File: config.mk
export PLATFORM = sky130hd
export DESIGN_NAME = bitstream_field_reader
export DESIGN_NICKNAME = d
export VERILOG_FILES = /design/src/bfr_pkg.sv /design/src/bfr_front.sv /design/src/bfr_queue.sv /design/src/bfr_back.sv /design/src/bitstream_field_reader.sv
export SDC_FILE = /design/constraint.sdc
export NUM_CORES = 1
export LEC_CHECK = 0
export BUFFER_PORTS_ARGS = -buffer_cell sky130_fd_sc_hd__buf_2
export CORE_ASPECT_RATIO = 0.5
export CORE_UTILIZATION = 25
export CTS_CLUSTER_SIZE = 8
export DETAILED_ROUTE_END_ITERATION = 8
export SYNTH_ARGS = -nofsm -noshare
export SYNTH_HDL_FRONTEND = slang
export SYNTH_HIERARCHICAL = 1
export SYNTH_SLANG_ARGS = --single-unit
File: constraint.sdc
create_clock -name clock -period 15.75 [get_ports clock]
set_input_delay 3.15 -clock clock [delete_from_list [all_inputs] [get_ports clock]]
set_output_delay 3.15 -clock clock [all_outputs]
set_load 0.05 [all_outputs]
File: src/bfr_pkg.sv
package bfr_pkg;

   // Accumulator size in bits (40 to 128)
   localparam int ACC_BITS = 64;

   // Held-bit counter is wide enough for ACC_BITS and for the 7-bit result field
   localparam int CNT_BITS = $clog2(ACC_BITS + 1);
   localparam int HELD_W = (CNT_BITS > 7) ? CNT_BITS : 7;

   // Extraction window: accumulator followed by 32 zero bits for end-of-data padding
   localparam int WIN_W = ACC_BITS + 32;
   localparam int SH_W = $clog2(WIN_W + 1);

   localparam int FIELD_W = 32;
   localparam int MAX_COUNT = 32;

   typedef enum logic [1:0] {
      OP_PUSH  = 2'd0,
      OP_GET   = 2'd1,
      OP_SHOW  = 2'd2,
      OP_FLUSH = 2'd3
   } op_type;

   typedef enum logic [1:0] {
      ST_OK        = 2'd0,
      ST_NEED_MORE = 2'd1,
      ST_FULL      = 2'd2
   } status_type;

   // Classified request as it travels through the queue
   typedef struct packed {
      logic       is_push;
      logic       read_out;
      logic       advance;
      logic [7:0] data;
      logic       last;
      logic [5:0] count;
   } entry_type;

endpackage

File: src/bfr_front.sv
module bfr_front (
   input  logic [1:0]          req_type,
   input  logic [7:0]          req_byte_in,
   input  logic                req_last_byte,
   input  logic [5:0]          req_bit_count,
   output bfr_pkg::entry_type  entry
);

   bfr_pkg::op_type op;

   assign op = bfr_pkg::op_type'(req_type);

   // Decode the request kind and clamp the bit count
   always_comb begin
      entry.data  = req_byte_in;
      entry.last  = req_last_byte;
      entry.count = (req_bit_count > 6'(bfr_pkg::MAX_COUNT)) ?
                    6'(bfr_pkg::MAX_COUNT) : req_bit_count;
      unique case (op)
         bfr_pkg::OP_PUSH: begin
            entry.is_push  = 1'b1;
            entry.read_out = 1'b0;
            entry.advance  = 1'b0;
         end
         bfr_pkg::OP_GET: begin
            entry.is_push  = 1'b0;
            entry.read_out = 1'b1;
            entry.advance  = 1'b1;
         end
         bfr_pkg::OP_SHOW: begin
            entry.is_push  = 1'b0;
            entry.read_out = 1'b1;
            entry.advance  = 1'b0;
         end
         bfr_pkg::OP_FLUSH: begin
            entry.is_push  = 1'b0;
            entry.read_out = 1'b0;
            entry.advance  = 1'b1;
         end
         default: begin
            entry.is_push  = 1'b0;
            entry.read_out = 1'b0;
            entry.advance  = 1'b0;
         end
      endcase
   end

endmodule

File: src/bfr_queue.sv
module bfr_queue (
   input  logic                clock,
   input  logic                reset,
   input  logic                push,
   input  bfr_pkg::entry_type  wr_entry,
   output logic                full,
   input  logic                pop,
   output logic                rd_valid,
   output bfr_pkg::entry_type  rd_entry
);

   bfr_pkg::entry_type slot_ff [2];
   logic       wr_ptr_ff, wr_ptr_in;
   logic       rd_ptr_ff, rd_ptr_in;
   logic [1:0] count_ff, count_in;

   assign full     = (count_ff == 2'd2);
   assign rd_valid = (count_ff != 2'd0);
   assign rd_entry = slot_ff[rd_ptr_ff];

   // Pointer and fill count update
   always_comb begin
      wr_ptr_in = push ? ~wr_ptr_ff : wr_ptr_ff;
      rd_ptr_in = pop ? ~rd_ptr_ff : rd_ptr_ff;
      count_in  = count_ff + 2'(push) - 2'(pop);
   end

   always_ff @(posedge clock) begin
      if (reset) begin
         wr_ptr_ff <= 1'b0;
         rd_ptr_ff <= 1'b0;
         count_ff  <= 2'd0;
      end else begin
         wr_ptr_ff <= wr_ptr_in;
         rd_ptr_ff <= rd_ptr_in;
         count_ff  <= count_in;
      end
   end

   // Entry storage
   always_ff @(posedge clock) begin
      if (push) begin
         slot_ff[wr_ptr_ff] <= wr_entry;
      end
   end

endmodule

File: src/bfr_back.sv
module bfr_back (
   input  logic                clock,
   input  logic                reset,
   input  logic                entry_valid,
   input  bfr_pkg::entry_type  entry,
   output logic                entry_pop,
   output logic                rsp_valid,
   input  logic                rsp_stall,
   output logic [31:0]         rsp_field_bits,
   output logic [1:0]          rsp_status,
   output logic [31:0]         rsp_bit_position,
   output logic [6:0]          rsp_bits_held
);

   localparam int HW = bfr_pkg::HELD_W;
   localparam int AW = bfr_pkg::ACC_BITS;

   logic [AW-1:0]         acc_ff, acc_in;
   logic [HW-1:0]         held_ff, held_in;
   logic                  ended_ff, ended_in;
   logic [31:0]           consumed_ff, consumed_in;

   logic                  rsp_valid_ff;
   logic [31:0]           field_ff, field_in;
   bfr_pkg::status_type   status_ff, status_in;

   logic [HW-1:0]            n_ext;
   logic                     enough;
   logic [bfr_pkg::SH_W-1:0] shift;
   logic [bfr_pkg::WIN_W-1:0] window;
   logic [31:0]              mask;

   assign entry_pop = entry_valid && (!rsp_valid_ff || !rsp_stall);

   // Field extraction: window shift covers both the normal and the zero-padded case
   always_comb begin
      n_ext  = HW'(entry.count);
      enough = (held_ff >= n_ext);
      shift  = bfr_pkg::SH_W'(held_ff) + bfr_pkg::SH_W'(bfr_pkg::MAX_COUNT)
               - bfr_pkg::SH_W'(entry.count);
      window = {acc_ff, 32'd0} >> shift;
      mask   = 32'hFFFF_FFFF >> (6'(bfr_pkg::MAX_COUNT) - entry.count);
   end

   // Execute one beat against the accumulator state
   always_comb begin
      acc_in      = acc_ff;
      held_in     = held_ff;
      ended_in    = ended_ff;
      consumed_in = consumed_ff;
      field_in    = 32'd0;
      status_in   = bfr_pkg::ST_OK;
      if (entry.is_push) begin
         if (held_ff > HW'(AW - 8)) begin
            status_in = bfr_pkg::ST_FULL;
         end else begin
            acc_in  = {acc_ff[AW-9:0], entry.data};
            held_in = held_ff + HW'(8);
            if (entry.last) begin
               ended_in = 1'b1;
            end
         end
      end else if (enough || ended_ff) begin
         if (entry.read_out) begin
            field_in = window[31:0] & mask;
         end
         if (entry.advance) begin
            held_in     = enough ? (held_ff - n_ext) : '0;
            consumed_in = consumed_ff + 32'(entry.count);
         end
      end else begin
         status_in = bfr_pkg::ST_NEED_MORE;
      end
   end

   // State and result register
   always_ff @(posedge clock) begin
      if (reset) begin
         acc_ff       <= '0;
         held_ff      <= '0;
         ended_ff     <= 1'b0;
         consumed_ff  <= 32'd0;
         rsp_valid_ff <= 1'b0;
      end else begin
         if (entry_pop) begin
            acc_ff       <= acc_in;
            held_ff      <= held_in;
            ended_ff     <= ended_in;
            consumed_ff  <= consumed_in;
            rsp_valid_ff <= 1'b1;
         end else if (!rsp_stall) begin
            rsp_valid_ff <= 1'b0;
         end
      end
   end

   always_ff @(posedge clock) begin
      if (entry_pop) begin
         field_ff  <= field_in;
         status_ff <= status_in;
      end
   end

   assign rsp_valid        = rsp_valid_ff;
   assign rsp_field_bits   = field_ff;
   assign rsp_status       = status_ff;
   assign rsp_bit_position = consumed_ff;
   assign rsp_bits_held    = held_ff[6:0];

endmodule

File: src/bitstream_field_reader.sv
// MSB-first bitstream field reader.
// Request channel (req_*): one beat per request. req_type selects push byte,
// get, show or flush; req_byte_in/req_last_byte apply to push, req_bit_count
// (clamped to 32) to the other three. A beat is taken when req_valid is high
// and req_stall is low.
// Response channel (rsp_*): exactly one beat per request, in request order,
// carrying the field bits, a status (ok, need more bytes, accumulator full),
// the running bit position and the bits still held.
// Flow: a taken request waits in the queue, is executed into the response
// register once the response side can accept it, and its response is then
// held steady until it is taken.
// Throughput: one request per cycle while neither side stalls; the bit accumulator,
// held count and bit position update together with one barrel shift and mask.
// A two-entry queue sits between request decode and execution, so requests
// keep flowing while a finished response waits; req_stall rises only when
// that queue is full. While rsp_stall is high the response holds steady.
// Reset clears the accumulator, held count, end-of-stream flag, bit position
// and both queue and response valid state.
module bitstream_field_reader (
   input  logic        clock,
   input  logic        reset,
   input  logic        req_valid,
   output logic        req_stall,
   input  logic [1:0]  req_type,
   input  logic [7:0]  req_byte_in,
   input  logic        req_last_byte,
   input  logic [5:0]  req_bit_count,
   output logic        rsp_valid,
   input  logic        rsp_stall,
   output logic [31:0] rsp_field_bits,
   output logic [1:0]  rsp_status,
   output logic [31:0] rsp_bit_position,
   output logic [6:0]  rsp_bits_held
);

   bfr_pkg::entry_type front_entry;
   bfr_pkg::entry_type queue_entry;
   logic               queue_full;
   logic               queue_valid;
   logic               queue_pop;
   logic               req_take;

   assign req_stall = queue_full;
   assign req_take  = req_valid && !queue_full;

   // Decode stage
   bfr_front u_front (
      .req_type      (req_type),
      .req_byte_in   (req_byte_in),
      .req_last_byte (req_last_byte),
      .req_bit_count (req_bit_count),
      .entry         (front_entry)
   );

   // Decoupling queue
   bfr_queue u_queue (
      .clock    (clock),
      .reset    (reset),
      .push     (req_take),
      .wr_entry (front_entry),
      .full     (queue_full),
      .pop      (queue_pop),
      .rd_valid (queue_valid),
      .rd_entry (queue_entry)
   );

   // Execution stage
   bfr_back u_back (
      .clock            (clock),
      .reset            (reset),
      .entry_valid      (queue_valid),
      .entry            (queue_entry),
      .entry_pop        (queue_pop),
      .rsp_valid        (rsp_valid),
      .rsp_stall        (rsp_stall),
      .rsp_field_bits   (rsp_field_bits),
      .rsp_status       (rsp_status),
      .rsp_bit_position (rsp_bit_position),
      .rsp_bits_held    (rsp_bits_held)
   );

`ifndef SYNTHESIS
   // Non-ok answers never carry field bits
   assert property (@(posedge clock) disable iff (reset)
      rsp_valid && (rsp_status != bfr_pkg::ST_OK) |-> (rsp_field_bits == 32'd0))
      else $error("field bits set on a non-ok response");

   // Need-more only when fewer than 32 bits are held
   assert property (@(posedge clock) disable iff (reset)
      rsp_valid && (rsp_status == bfr_pkg::ST_NEED_MORE) |-> (rsp_bits_held < 7'd32))
      else $error("need-more reported with enough bits held");

   // No response beat right after reset
   assert property (@(posedge clock) disable iff (reset)
      $past(reset) |-> !rsp_valid)
      else $error("response valid right after reset");

   // Queue never pops while empty
   assert property (@(posedge clock) disable iff (reset)
      queue_pop |-> queue_valid)
      else $error("queue popped while empty");
`endif

endmodule

After elaboration in Yosys (flattened, before gate mapping)
Memory sizes are Yosys's and may differ from the RTL's. A register that Yosys moved wholly into a read port is not among the register bits.
Cells that the tools add are included.
{"block": "op_classes", "magnitude_cmp": 3, "bitwise_logic": 7, "n_mux": 16, "reduce_logical": 16, "add_sub_neg": 8, "eq_ne": 6, "n_shift": 2}
{"op": "$shr A96 B7 Y32", "count": 1}
{"op": "$mux W7", "count": 5}
{"op": "$add A32 B6 Y32", "count": 1}
{"op": "$and A32 B32 Y32", "count": 1}
{"op": "$shr A32 B6 Y32 const A", "count": 1}
{"op": "$sub A7 B6 Y7", "count": 2}
{"op": "$pmux W3 S4", "count": 1}
{"op": "$reduce_and A4 Y1", "count": 3}
{"op": "$add A7 B4 Y7 const B", "count": 1}
{"op": "$add A7 B6 Y7 const B", "count": 1}
{"op": "$ge A7 B6 Y1", "count": 1}
{"op": "$gt A7 B6 Y1 const B", "count": 1}
{"op": "$mux W1", "count": 7}
{"op": "$eq A2 B2 Y1 const B", "count": 3}
{"op": "$gt A6 B6 Y1 const B", "count": 1}
{"op": "$mux W6", "count": 1}
{"op": "$not A1 Y1", "count": 6}
{"op": "$reduce_bool A2 Y1", "count": 3}
{"op": "$sub A6 B6 Y6 const A", "count": 1}
{"op": "$mux W2", "count": 2}
{"op": "$logic_not A1 Y1", "count": 3}
{"op": "$reduce_and A3 Y1", "count": 1}
{"op": "$reduce_or A3 Y1", "count": 1}
{"op": "$add A2 B1 Y2", "count": 1}
{"op": "7 further kinds", "count": 9}
{"block": "totals", "inputBits": 21, "ff_bits": 143, "output_inout_bits": 75, "memories": 1, "ram_bits": 36}
{"memory": "u_queue.slot_ff", "words": 2, "word_bits": 18, "read_ports": 1, "rd_clocked_by_memory_dff": 1, "write_ports": 1, "line": "bfr_queue.sv:12", "text": "bfr_pkg::entry_type slot_ff [2];"}

Logic depth before layout (Yosys ltp)
Gate-level depths: netlist (run 1).
{"block": "logic_depth", "depth_word": 5, "ltp_mapped": 18, "depth_no_buf": 13}

Hierarchy
Netlist (run 1), hierarchy kept.
{"module": "bfr_back", "cells_each": 1315, "n_inst": 1, "area_per_inst_um2": 11014.3}
{"module": "bfr_queue", "cells_each": 77, "n_inst": 1, "area_per_inst_um2": 1571.5}
{"module": "bfr_front", "cells_each": 21, "n_inst": 1, "area_per_inst_um2": 157.7}
{"module": "bitstream_field_reader", "cells_each": 1, "n_inst": 1, "area_per_inst_um2": 13.8}

Worst setup path before layout (run 1)
No wires, ideal clock.
{"block": "synth_path", "path_kind": "input port to flip-flop", "start": "in rsp_stall", "end": "reg u_back.consumed_ff[30], in the netlist u_back/rsp_bit_position[30]", "path_buffers": 0, "path_stages": 6, "arrival_time_ps": 7590, "setup_slack_ps": 8089, "path_cell_list": "a21boi_0 and3b_1 o211ai_1 or2_2 or4_1 a21oi_1"}
{"block": "synth_between", "elab_chain_len": 4}
{"item": "start: declaration", "line": "bitstream_field_reader.sv:29", "text": "input logic rsp_stall,"}
{"item": "$logic_not A1 Y1", "line": "bfr_back.sv:33", "text": "assign entry_pop = entry_valid && (!rsp_valid_ff || !rsp_stall);"}
{"item": "$logic_or A1 B1 Y1", "line": "bfr_back.sv:33"}
{"item": "$logic_and A1 B1 Y1", "line": "bfr_back.sv:33"}
{"item": "$reduce_and A4 Y1 (no source line)"}
{"item": "end signal: assignment", "line": "bfr_back.sv:89", "text": "consumed_ff <= consumed_in;"}
{"item": "end: declaration", "line": "bfr_back.sv:21", "text": "logic [31:0] consumed_ff, consumed_in;"}
Every way passes these cells.
A chain may end at the register's enable or synchronous reset.

==> results.txt, run 1 <==
----------------------------------------------------
[Outcome]
  Run status ... finished clean

[Worst setup path]
  Largest stage delay on the critical path ... about 1.4 ns
  Levels on crit path ... 14
  Critical path capture point type ... register
  Startpoint Class ... register
  Setup slack on the worst flop-to-flop path ... about 10 ns
  Crit path arrival time ... around 6.0 ns
  Worst path buffer plus inverter count ... 4
  Largest delay contributor family on the critical path ... adder cells
  Critical path fanouts, max ... 52
  Worst endpoint required time ... approximately 16 ns
  FF-to-FF path depth ... 14
  Worst Setup Path Type ... register to register
  Slowest stage cell on the critical path ... sky130_fd_sc_hd__fa_4
  CP endpoint ... u_back/rsp_field_bits[3]
  Critical path, cell by cell ... buf_4 -> mux2_2 -> inv_1 -> ha_1 -> inv_1 -> fa_4 -> buf_4 -> mux4_2 -> mux2i_1 -> a222oi_1 -> nand2_1 -> o21ai_0 -> a221oi_1 -> a2111oi_2
  Capturing point of the worst reg2reg path ... u_back/rsp_field_bits[3]

[Cells and area]
  Nets ... approximately 1500
  Finished Cell Area ... around 14000 um^2
  Antenna Cells ... 0
  Number of filler cells placed in the layout ... between 5000 and 6000
  Fraction of final layout cells with drive strength greater than 1 ... between 15 and 20%
  Layout area overhead ... 12.6%

[Hold path]
  Type of the most critical hold path ... register to register

[Placed design]
  Post-Place Worst Slack ... 10.14 ns
  Post-placement cell area ... roughly 14000 um^2
  Buffers added on ports ... 95
  HPWL after DPL ... 28100 um
  Placer Congestion ... 0.968

[Routing]
  Vias per cell ... about 5.2
  Remaining number of nets flagged by the antenna check after routing ... 0
  Detailed-router iteration count before antenna repair ... 6
  Number of DRC markers in iteration 0 ... ~1400
  Count of vias placed by the detailed router ... between 10000 and 15000
  Post-DR wirelength/cell ... ~18 um
  DRC violations left ... 0
  Total length of routed wires ... 39100 um

[Logic synthesis]
  Share of flip-flops with an asynchronous set or reset after synthesis ... 0%
  Cell type with the largest total area after synthesis ... sky130_fd_sc_hd__dfxtp_1
  Main area contributors after synthesis ... sky130_fd_sc_hd__dfxtp_1 17%, sky130_fd_sc_hd__edfxtp_1 16%, sky130_fd_sc_hd__mux2i_1 9.1%
  Post-Synthesis Cells ... 1414
  Mapped Nets ... ~1500
  Sequential fraction of the synthesis area ... 33.7%
  Summed instance area of the synthesized netlist ... 12800 um^2
  Share of Yosys cell area claimed by the top area cell type ... around 17%
  Synth Register Bits ... 180
  Post-synth EDFFs ... 70
  Average size of a mapped cell ... ~9.0 um^2
  Synthesis Warnings ... 6
  Most frequently used flop master after synthesis ... sky130_fd_sc_hd__dfxtp_1
  Count of distinct cell types in the synthesized netlist ... between 80 and 90

[GRT]
  GR peak layer ... met2
  GR Layer Usage met2 ... between 20% and 30%
  GR met1 Demand/Resource ... between 10% and 20%
  Number of antenna violations at the first check in global routing ... 1
  Remaining global-route overflow ... 0
  Maximum number of pins on one net before global-route repair ... 93
  Fraction of met3 tracks used by global routing ... 2.81%
  Global-route wire length before repair ... ~60000 um
  Global-route total usage across every layer ... 14.8%
  Number of global-route vias before repair ... 10355

[Timing]
  Worst max-slew margin expressed relative to the limit ... 21.0%
  Least-Margin Pin Slew ... 1.18 ns
  Final number of hold-violating endpoints ... 0
  Setup Total Neg Slack ... 0 ns
  Peak clock frequency supported by timing ... 0.174 GHz
  Clock skew after layout ... 0.0152 ns
  Final worst setup slack ... approximately 10 ns
  Unrepaired setup endpoints after global routing ... false
  Total of endpoints with negative setup slack in the final report ... 0
  Crit path time final ... 5.73 ns
  Slew Viols, Final ... 0
  Share of the cycle needed by the critical path after routing ... between 30% and 40%
  Worst hold margin ... approximately 0.50 ns

[Clocking]
  TritonCTS sink count ... 180
  Post-CTS resize count ... 0
  CTS Root Cell ... sky130_fd_sc_hd__clkbuf_16
  Register clock-pin slew on the reported worst setup and hold paths ... ~0.080 ns
  Cts-stage hold buffer count ... 0
  Deepest clock path buffer count ... 2
  Worst-skew pair later-pin latency ... 0.46 ns
  Post-CTS setup buffer count ... 0
  Clock tree from TritonCTS ... done
  Number of levels the H-tree was split into ... 4
  Total CTS buffers ... 17

[Power]
  Power per cell area ... between 150 and 200 nW/um^2
  Leakage power summed over all cells ... roughly 0.005 uW
  Max VDD drop ... roughly 0.16 mV

[Floorplan]
  DIE AREA ... between 50000 and 60000 um^2
  Die height ... around 160 um
  Die X-Extent ... 321 um
  Top-level I/O count ... 96
  Area of the core ... 50300 um^2
  Site row count ... just under 60
  Initial standard-cell utilization of the core ... between 20% and 30%

[Flow run]
  Count of maximum capacitance violations ... 0

----------------------------------------------------
==> area by class of cell <==
cell class              count  area [um^2]  area share (%)
clock buffers              17          425            2.96
clock inverters            15          170            1.18
inverters                  31          116           0.810
multi-input cells        1092         7850            54.6
flip-flops and latches    180         4300            30.0
well taps                 690          863            6.01
repair buffers            116          636            4.43
==> how the worst min path moves through the flow <==
stage / slack [ns] / end / startpoint / cells after the start
floorplan: 0.46 / u_back/acc_ff[56] / u_back/acc_ff[56] / 2
global placement: 0.48 / u_back/acc_ff[48] / u_back/acc_ff[40] / 2
detailed placement: 0.49 / u_back/acc_ff[56] / u_back/acc_ff[56] / 2
CTS: 0.50 / u_back/acc_ff[56] / u_back/acc_ff[56] / 2
global route: 0.53 / u_back/acc_ff[56] / u_back/acc_ff[56] / 2
finish: 0.50 / u_back/acc_ff[56] / u_back/acc_ff[56] / 2
==> state kept, by name, indices dropped and copies added (netlist names), named ones only <==
signal / cells
u_back/acc_ff: 64
u_back/rsp_field_bits: 32
u_back/rsp_valid: 1
u_back/rsp_bits_held: 7
u_queue/rd_ptr_ff: 1
u_back/rsp_status: 2
u_back/rsp_bit_position: 32
u_queue/wr_ptr_ff: 1
u_queue/slot_ff: 36
u_back/ended_ff: 1
u_queue/count_ff: 2
==> synth_stat cells, types with 22 or more instances <==
master,instances
sky130_fd_sc_hd__o21ai_0,57
sky130_fd_sc_hd__mux4_2,40
sky130_fd_sc_hd__xnor2_1,38
sky130_fd_sc_hd__clkbuf_1,55
sky130_fd_sc_hd__nor2_1,112
sky130_fd_sc_hd__buf_2,22
sky130_fd_sc_hd__edfxtp_1,70
sky130_fd_sc_hd__ha_1,28
sky130_fd_sc_hd__mux2i_1,116
sky130_fd_sc_hd__a21oi_1,132
sky130_fd_sc_hd__nor3_1,26
sky130_fd_sc_hd__buf_4,23
sky130_fd_sc_hd__inv_1,29
sky130_fd_sc_hd__dfxtp_1,110
sky130_fd_sc_hd__mux2_2,35
sky130_fd_sc_hd__nand2_1,233
==> cell families after synthesis <==
| group | after synthesis | share of synthesized area (%) |
|---|---|---|
| flip-flops | 180 | 33.7 |
| AND/OR/NAND/NOR | 485 | 17.0 |
| buffers and inverters | 142 | 5.37 |
| adder cells (fa/ha/maj) | 35 | 3.84 |
| XOR/XNOR | 45 | 3.37 |
| AO/OA/AOI/OAI | 326 | 16.3 |
| multiplexers | 201 | 20.4 |
==> cells in the final DEF (no fill, tap or decap), types with 5 or more instances in the layout <==
| cell | n |
|---|---|
| sky130_fd_sc_hd__and3_1 | 8 |
| sky130_fd_sc_hd__buf_4 | 22 |
| sky130_fd_sc_hd__nand3_1 | 19 |
| sky130_fd_sc_hd__mux2_4 | 10 |
| sky130_fd_sc_hd__xnor2_1 | 35 |
| sky130_fd_sc_hd__nor3_1 | 26 |
| sky130_fd_sc_hd__or3_1 | 5 |
| sky130_fd_sc_hd__nand2_1 | 233 |
| sky130_fd_sc_hd__a22oi_1 | 12 |
| sky130_fd_sc_hd__ha_1 | 27 |
| sky130_fd_sc_hd__o21ai_0 | 57 |
| sky130_fd_sc_hd__o211ai_1 | 12 |
| sky130_fd_sc_hd__inv_1 | 29 |
| sky130_fd_sc_hd__nand4_1 | 10 |
| sky130_fd_sc_hd__clkinv_8 | 5 |
| sky130_fd_sc_hd__nand2b_1 | 8 |
| sky130_fd_sc_hd__a221oi_1 | 12 |
| sky130_fd_sc_hd__edfxtp_1 | 70 |
| sky130_fd_sc_hd__a22o_1 | 6 |
| sky130_fd_sc_hd__mux4_2 | 40 |
| sky130_fd_sc_hd__a31oi_1 | 10 |
| sky130_fd_sc_hd__dfxtp_1 | 110 |
| sky130_fd_sc_hd__mux2_2 | 35 |
| sky130_fd_sc_hd__nor2b_1 | 19 |
| sky130_fd_sc_hd__buf_2 | 94 |
| sky130_fd_sc_hd__o22ai_1 | 11 |
| sky130_fd_sc_hd__o21bai_1 | 5 |
| sky130_fd_sc_hd__mux2i_1 | 116 |
| sky130_fd_sc_hd__a211oi_1 | 12 |
| sky130_fd_sc_hd__nor2_1 | 112 |
| sky130_fd_sc_hd__nor4_1 | 11 |
| sky130_fd_sc_hd__fa_1 | 5 |
| sky130_fd_sc_hd__o221ai_1 | 6 |
| sky130_fd_sc_hd__nor3b_1 | 7 |
| sky130_fd_sc_hd__clkbuf_16 | 17 |
| sky130_fd_sc_hd__a21oi_1 | 132 |
==> where the power goes <==
part	internal, uW	switching [uW]	total, uW
Combinational	502	1090	1590
Sequential	558	34.9	593
Clock	213	216	429
Total	1270	1340	2610
==> stage by stage <==
stage          std cells  util (%)  total power, uW
2_1_floorplan       1414         -             1810
6_report            2141      28.6             2610
3_3_place_gp        2109      27.4             2150
4_1_cts             2141      28.6             2590
3_5_place_dp        2109      27.4             2160
5_1_grt             2141      28.6             2730
==> worst register-to-register path: cells and delay by family, from the launching register on <==
family	cells	cell delay, ns
buffers and inverters	4	1.21
adder cells (fa/ha/maj)	2	1.60
multiplexers	3	0.99
AO/OA/AOI/OAI	4	1.31
flip-flops	1	0.31
AND/OR/NAND/NOR	1	0.09
==> layer usage <==
metal	part of all wire, %	up-vias
met2	45	512
li1	-	5190
met1	43	5416
met3	8.2	104
met5	0	-
met4	4.3	0
No activity file was read; power rests on OpenSTA's default activity.
==> inputs of run 2 (changes only) <==
clock period = 4.8 ns   (was 15.75 ns; I/O delays follow)
==> run 2 against run 1 <==
The flow now finishes with violations (DRC). Sequential power rose to 3.3 times the previous value. Clock skew about the same. Global-route usage up 1.1 points.
==> results.txt, run 2 (synthesis results as in run 1) <==
----------------------------------------------------
[Cells and area]
  Largest registers ... u_back/acc_ff: 64 flops, u_queue/slot_ff: 36 flops
  Highest-count cells in the layout ignoring fill and taps ... 233 x sky130_fd_sc_hd__nand2_1, 132 x sky130_fd_sc_hd__a21oi_1, 115 x sky130_fd_sc_hd__mux2i_1
  Nets ... 1524 (+2.0%)
  Antenna Cells ... 0 (unchanged)
  Layout area overhead ... 14.9%
  Most common cell after layout, fill and taps aside ... sky130_fd_sc_hd__nand2_1
  Number of flip-flops under the largest register name ... 64 (unchanged)
  Top reg by flops ... u_back/acc_ff
  Fraction of final layout cells with drive strength greater than 1 ... 20.0% (+1.9 points)

[Worst setup path]
  Critical path, cell by cell ... mux2_2 -> inv_1 -> ha_1 -> inv_1 -> fa_4 -> buf_4 -> mux2i_1 -> mux2i_1 -> a22o_1 -> a211oi_1 -> mux2i_1 -> a222oi_1 -> nor2_1
  Critical path capture point type ... register
  Slowest stage cell on the critical path ... sky130_fd_sc_hd__fa_4
  Startpoint Class ... register
  Largest stage delay on the critical path ... 1.04 ns (-0.33 ns)
  CP endpoint ... u_back/rsp_field_bits[26]
  Setup slack on the worst flop-to-flop path ... 0.17 ns (-9.85 ns)
  Capturing point of the worst reg2reg path ... u_back/rsp_field_bits[26]
  Crit path arrival time ... 4.83 ns (-1.14 ns)
  Worst Setup Path Type ... register to register
  FF-to-FF path depth ... 13 (-1)
  Worst endpoint required time ... 5.00 ns (-10.99 ns)
  Crit-path most repeated cell ... sky130_fd_sc_hd__mux2i_1
  Critical path fanouts, max ... 19 (-63%)

[Timing]
  Setup Total Neg Slack ... 0 ns (unchanged)
  Unrepaired setup endpoints after global routing ... false
  Total of endpoints with negative setup slack in the final report ... 0 (unchanged)
  Share of the cycle needed by the critical path after routing ... 96.4% (+60 points)
  Clock skew after layout ... 0.0156 ns (+0.000429 ns)
  Worst max-slew margin expressed relative to the limit ... 14.9% (-6.2 points)
  Final worst setup slack ... 0.172 ns (-9.85 ns)
  Slew Viols, Final ... 0 (unchanged)
  Crit path time final ... 4.63 ns (-1.10 ns)
  Peak clock frequency supported by timing ... 0.216 GHz (+24%)
  Least-Margin Pin Slew ... 1.27 ns (+0.0832 ns)
  Final number of hold-violating endpoints ... 0 (unchanged)
  Worst hold margin ... 0.509 ns (+0.00983 ns)

[Placed design]
  Post-Place Worst Slack ... 0.201 ns (-9.94 ns)
  Buffers added on ports ... 95 (unchanged)
  HPWL after DPL ... 31100 um (+11%)
  Placer Congestion ... 1.00 (+3.5%)

[Power]
  Power per cell area ... 614 nW/um^2 (+240%)
  Leakage power summed over all cells ... 0.00532 uW (+3.3%)
  Max VDD drop ... 0.333 mV (+100%)
  PnR Total Power ... 9000 uW (+240%)

[Routing]
  Number of DRC markers in iteration 0 ... 1368 (-4.3%)
  Post-DR wirelength/cell ... 19.3 um (+5.8%)
  Remaining number of nets flagged by the antenna check after routing ... 0 (unchanged)
  Vias per cell ... 5.23 (-0.13%)
  DRC violations left ... 1 (+1)
  Total length of routed wires ... 41900 um (+7.3%)
  Count of vias placed by the detailed router ... 11364 (+1.3%)
  Detailed-router iteration count before antenna repair ... 9 (+3)

[Floorplan]
  Area of the core ... 50300 um^2 (unchanged)
  Top-level I/O count ... 96 (unchanged)
  DIE AREA ... 52000 um^2 (unchanged)
  Site row count ... 58 (unchanged)
  Die height ... 162 um (unchanged)
  Initial standard-cell utilization of the core ... 25.4% (unchanged)
  Die X-Extent ... 321 um (unchanged)

[GRT]
  Global-route wire length before repair ... 63800 um (+6.6%)
  Global-route total usage across every layer ... 15.8% (+1.1 points)
  Remaining global-route overflow ... 0 (unchanged)
  Number of global-route vias before repair ... 10552 (+1.9%)
  Number of antenna violations at the first check in global routing ... 1 (unchanged)
  Maximum number of pins on one net before global-route repair ... 67 (-28%)

[Clocking]
  Register clock-pin slew on the reported worst setup and hold paths ... 0.08 ns (about the same)
  Cts-stage hold buffer count ... 0 (unchanged)
  Total CTS buffers ... 17 (unchanged)
  Clock tree from TritonCTS ... done
  Deepest clock path buffer count ... 2 (unchanged)
  TritonCTS sink count ... 180 (unchanged)
  CTS Root Cell ... sky130_fd_sc_hd__clkbuf_16
  Number of levels the H-tree was split into ... 4 (unchanged)
  Worst-skew pair later-pin latency ... 0.46 ns (about the same)

[Hold path]
  Type of the most critical hold path ... register to register

[Flow run]
  Count of maximum capacitance violations ... 0 (unchanged)

[Outcome]
  Run status ... finished with violations
  Violations in the final reports ... DRC

----------------------------------------------------
==> run 2: layout make-up <==
cell class,count,area [um^2]
fillers,5311,35600
inverters,31,116
multi-input cells,1092,7860
clock buffers,17,425
well taps,690,863
clock inverters,15,196
flip-flops and latches,180,4300
repair buffers,146,898
==> run 2: worst max-delay path: cells and delay by family, from the launching register on <==
family	cells	cell delay [ns]
AND/OR/NAND/NOR	1	0.06
multiplexers	4	1.21
buffers and inverters	3	0.47
AO/OA/AOI/OAI	3	0.97
adder cells (fa/ha/maj)	2	1.27
flip-flops	1	0.40
==> run 2: layer usage <==
metal	share of wire (%)	wire [um]	GRT usage, %	up-vias
li1	-	-	-	5273
met1	43	18000	21.0	5514
met2	46	19100	24.9	499
met3	8.4	3500	4.05	78
met4	3.1	1310	5.50	0
met5	0	0	0	-
==> run 2: what timing repair did <==
item	CTS	global route
gates resized for setup	0	4
endpoints found under the setup margin	0	2
buffers inserted	0	0
endpoints found under the hold margin	0	0
==> run 2: worst min-delay path by stage <==
stage                                start                           to  slack (ns)  cells after the start
2_1_floorplan            u_back/acc_ff[56]            u_back/acc_ff[56]        0.46                      2
3_3_place_gp   u_back/rsp_bit_position[30]  u_back/rsp_bit_position[30]        0.49                      2
3_5_place_dp             u_back/acc_ff[56]            u_back/acc_ff[56]        0.50                      2
4_1_cts                  u_back/acc_ff[56]            u_back/acc_ff[56]        0.51                      2
5_1_grt                  u_back/acc_ff[19]            u_back/acc_ff[27]        0.53                      2
6_report                 u_back/acc_ff[19]            u_back/acc_ff[19]        0.51                      2
==> run 2: stage by stage <==
step / area (um^2) / utilization, % / std cells
after global routing: 14700 / 29.2 / 2171
after global placement: 14000 / 27.9 / 2139
after detailed placement: 14000 / 27.9 / 2139
after CTS: 14700 / 29.1 / 2171
final: 14700 / 29.2 / 2171
after floorplan: 12800 / - / 1414
==> run 2: power by group <==
group | switching, uW | total [uW] | internal (uW)
clock network | 753 | 1470 | 720
logic | 3710 | 5570 | 1860
registers | 124 | 1960 | 1830
total | 4590 | 9000 | 4410
==> inputs of run 3 (changes only) <==
ABC_AREA = 1   (was unset)
==> run 3 against run 2 <==
Register-to-register slack better by 0.46 ns. Via count is 17% higher. The run now ends clean. Core utilization fell by 0.69 points. Sequential cell count stayed put. Largest cell class unchanged.
==> results.txt, run 3 <==
----------------------------------------------------
[Floorplan]
  Initial standard-cell utilization of the core ... 25.4% (+0.053 points)
  Die height ... 162 um (+0.18%)
  Area of the core ... 50400 um^2 (+0.14%)
  Top-level I/O count ... 96 (unchanged)
  Die X-Extent ... 322 um (+0.18%)
  Site row count ... 58 (unchanged)
  DIE AREA ... 52200 um^2 (+0.35%)

[Logic synthesis]
  Most frequently used flop master after synthesis ... sky130_fd_sc_hd__dfxtp_1
  Post-Synth XOR/XNOR Area ... 1.55% (-1.8 points)
  Synth cell count leaders ... 503 x sky130_fd_sc_hd__nand3_1, 426 x sky130_fd_sc_hd__nand2_1, 243 x sky130_fd_sc_hd__nor2_1
  Share of Yosys cell area claimed by the top area cell type ... 19.7% (+2.4 points)
  Main combinational cell family by area after synthesis ... simple AND/OR/NAND/NOR gates
  Average size of a mapped cell ... 6.65 um^2 (-26%)
  Area share of and/or/nand/nor cells after synthesis ... 42.1% (+25 points)
  Compound-gate portion of the synthesized area ... 8.63% (-7.6 points)
  Most frequently used cell type in the post-synthesis netlist ... sky130_fd_sc_hd__nand3_1
  Post-Synthesis Cells ... 1925 (+36%)
  Fraction of synthesized area in multiplexers ... 1.88% (-19 points)
  Count of distinct cell types in the synthesized netlist ... 45 (-47%)
  Synth Register Bits ... 180 (unchanged)
  Synthesis Warnings ... 6 (unchanged)
  Cell type with the largest total area after synthesis ... sky130_fd_sc_hd__nand3_1
  Main area contributors after synthesis ... sky130_fd_sc_hd__nand3_1 20%, sky130_fd_sc_hd__dfxtp_1 17%, sky130_fd_sc_hd__edfxtp_1 16%
  Share of flip-flops with an asynchronous set or reset after synthesis ... 0% (unchanged)
  Mapped Nets ... 1981 (+35%)
  Synthesized-area fraction occupied by adder cells ... 3.83% (-0.014 points)
  Post-synth EDFFs ... 70 (unchanged)
  Sequential fraction of the synthesis area ... 33.6% (-0.12 points)
  Summed instance area of the synthesized netlist ... 12800 um^2 (+0.35%)

[Clocking]
  CTS Root Cell ... sky130_fd_sc_hd__clkbuf_16
  Register clock-pin slew on the reported worst setup and hold paths ... 0.08 ns (about the same)
  Number of levels the H-tree was split into ... 4 (unchanged)
  Cts-stage hold buffer count ... 0 (unchanged)
  Deepest clock path buffer count ... 2 (unchanged)
  Clock tree from TritonCTS ... done
  Worst-skew pair later-pin latency ... 0.47 ns (about the same)
  Post-CTS setup buffer count ... 0 (unchanged)
  Post-CTS resize count ... 0 (unchanged)
  Total CTS buffers ... 17 (unchanged)
  TritonCTS sink count ... 180 (unchanged)

[Timing]
  Slew Viols, Final ... 0 (unchanged)
  Total of endpoints with negative setup slack in the final report ... 0 (unchanged)
  Final number of hold-violating endpoints ... 0 (unchanged)
  Peak clock frequency supported by timing ... 0.240 GHz (+11%)
  Share of the cycle needed by the critical path after routing ... 86.8% (-9.6 points)
  Setup Total Neg Slack ... 0 ns (unchanged)
  Least-Margin Pin Slew ... 0.975 ns (-0.293 ns)
  Worst max-slew margin expressed relative to the limit ... 35.0% (+20 points)
  Clock skew after layout ... 0.0168 ns (+0.00116 ns)
  Worst hold margin ... 0.486 ns (-0.0227 ns)
  Unrepaired setup endpoints after global routing ... false
  Crit path time final ... 4.17 ns (-0.462 ns)

[GRT]
  Number of global-route vias before repair ... 12394 (+17%)
  Remaining global-route overflow ... 0 (unchanged)
  Global-route total usage across every layer ... 17.0% (+1.2 points)
  Global-route wire length before repair ... 69600 um (+9.1%)
  Maximum number of pins on one net before global-route repair ... 77 (+15%)
  Number of antenna violations at the first check in global routing ... 1 (unchanged)

[Cells and area]
  Layout area overhead ... 12.0%
  Number of flip-flops under the largest register name ... 64 (unchanged)
  Fraction of final layout cells with drive strength greater than 1 ... 10.1% (-9.9 points)
  Sequential cell area ... 4300 um^2 (unchanged)
  Highest-count cells in the layout ignoring fill and taps ... 503 x sky130_fd_sc_hd__nand3_1, 426 x sky130_fd_sc_hd__nand2_1, 243 x sky130_fd_sc_hd__nor2_1
  Top reg by flops ... u_back/acc_ff
  Most common cell after layout, fill and taps aside ... sky130_fd_sc_hd__nand3_1
  Nets ... 1998 (+31%)
  Number of filler cells placed in the layout ... 5670 (+6.8%)
  Largest registers ... u_back/acc_ff: 64 flops, u_queue/slot_ff: 36 flops
  Multi-input gate area ... 7450 um^2 (-5.3%)
  Finished Cell Area ... 14300 um^2 (-2.2%)

[Worst setup path]
  Slowest stage cell on the critical path ... sky130_fd_sc_hd__dfxtp_1
  Largest stage delay on the critical path ... 0.61 ns (-0.43 ns)
  Critical path fanouts, max ... 23 (+4)
  Critical path, cell by cell ... mux2_2 -> inv_1 -> ha_1 -> fa_1 -> a21oi_2 -> nand2_1 -> nand2_1 -> nand2_2 -> nor2_4 -> buf_4 -> nand2_1 -> o21ai_1 -> o21ai_0 -> a21oi_1
  Crit path arrival time ... 4.44 ns (-0.39 ns)
  Crit-path most repeated cell ... sky130_fd_sc_hd__nand2_1
  Worst endpoint required time ... 5.08 ns (+0.08 ns)
  Startpoint Class ... register
  Worst Setup Path Type ... register to register
  Critical path capture point type ... register

[Hold path]
  Type of the most critical hold path ... register to register

[Placed design]
  HPWL after DPL ... 33100 um (+6.4%)
  Placer Congestion ... 0.977 (-2.4%)
  Post-placement cell area ... 13700 um^2 (-2.2%)
  Buffers added on ports ... 95 (unchanged)

[Routing]
  Total length of routed wires ... 44100 um (+5.1%)
  Vias per cell ... 5.02 (-4.1%)
  Post-DR wirelength/cell ... 16.7 um (-14%)
  Count of vias placed by the detailed router ... 13285 (+17%)
  DRC violations left ... 0 (-1)
  Detailed-router iteration count before antenna repair ... 6 (-3)
  Number of DRC markers in iteration 0 ... 1487 (+8.7%)
  Remaining number of nets flagged by the antenna check after routing ... 0 (unchanged)

[Flow run]
  Count of maximum capacitance violations ... 0 (unchanged)

[Outcome]
  Run status ... finished clean

----------------------------------------------------
-- run 3: layout make-up --
cell class / count / area share [%]
Timing Repair Buffer: 120 / 4.89
Multi-Input combinational cell: 1513 / 51.9
Clock inverter: 13 / 1.06
Clock buffer: 19 / 3.17
Inverter: 110 / 2.88
Antenna cell: 1 / 0.0175
Sequential cell: 180 / 30.0
Tap cell: 690 / 6.02
-- run 3: cell families after synthesis --
family,Yosys count
xor gates and xnor gates,21
muxes,18
buffers and inverters,232
AOI/OAI and AO/OA,210
adders and majority gates,35
and+or+nand+nor,1229
DFF,180
-- run 3: final timing paths --
kind | endpoint | from | depth (start not counted) | slack (ns)
hold reg to reg | u_back/acc_ff[62] | u_back/acc_ff[62] | 2 | 0.49
hold / removal | u_back/acc_ff[62] | u_back/acc_ff[62] | 2 | 0.49
setup / recovery | u_back/rsp_field_bits[8] | register | 14 | 0.63
setup reg to reg | u_back/rsp_field_bits[8] | register | 14 | 0.63
-- run 3: critical path, delay by kind of cell, from the launching register on --
family | cells | cell delay (ns)
and+or+nand+nor | 5 | 0.86
adders and majority gates | 2 | 0.78
AOI/OAI and AO/OA | 4 | 0.72
DFF | 1 | 0.61
buffers and inverters | 2 | 0.53
muxes | 1 | 0.46
-- run 3: metrics by stage --
| stage | utilization, % | setup slack (ns) | instances |
|---|---|---|---|
| 2_1_floorplan | - | 1.71 | 1925 |
| 3_3_place_gp | 27.3 | 0.715 | 2613 |
| 3_5_place_dp | 27.3 | 0.718 | 2613 |
| 4_1_cts | 28.5 | 0.692 | 2645 |
| 5_1_grt | 28.5 | 0.441 | 2645 |
| 6_report | 28.5 | 0.635 | 2646 |
-- run 3: per-layer routing --
layer  up-vias  GRT usage, %  wire length [um]
met5         -             0                 0
met4         0          5.58              1120
met3        62          3.12              2720
met2       446          28.5             20800
met1      6238          21.9             19400
li1       6539             -                 -
Power of run 3 is left out: the tool's default activity adds up to more than one toggle a clock period on the data nets, which glitch-free logic cannot reach.
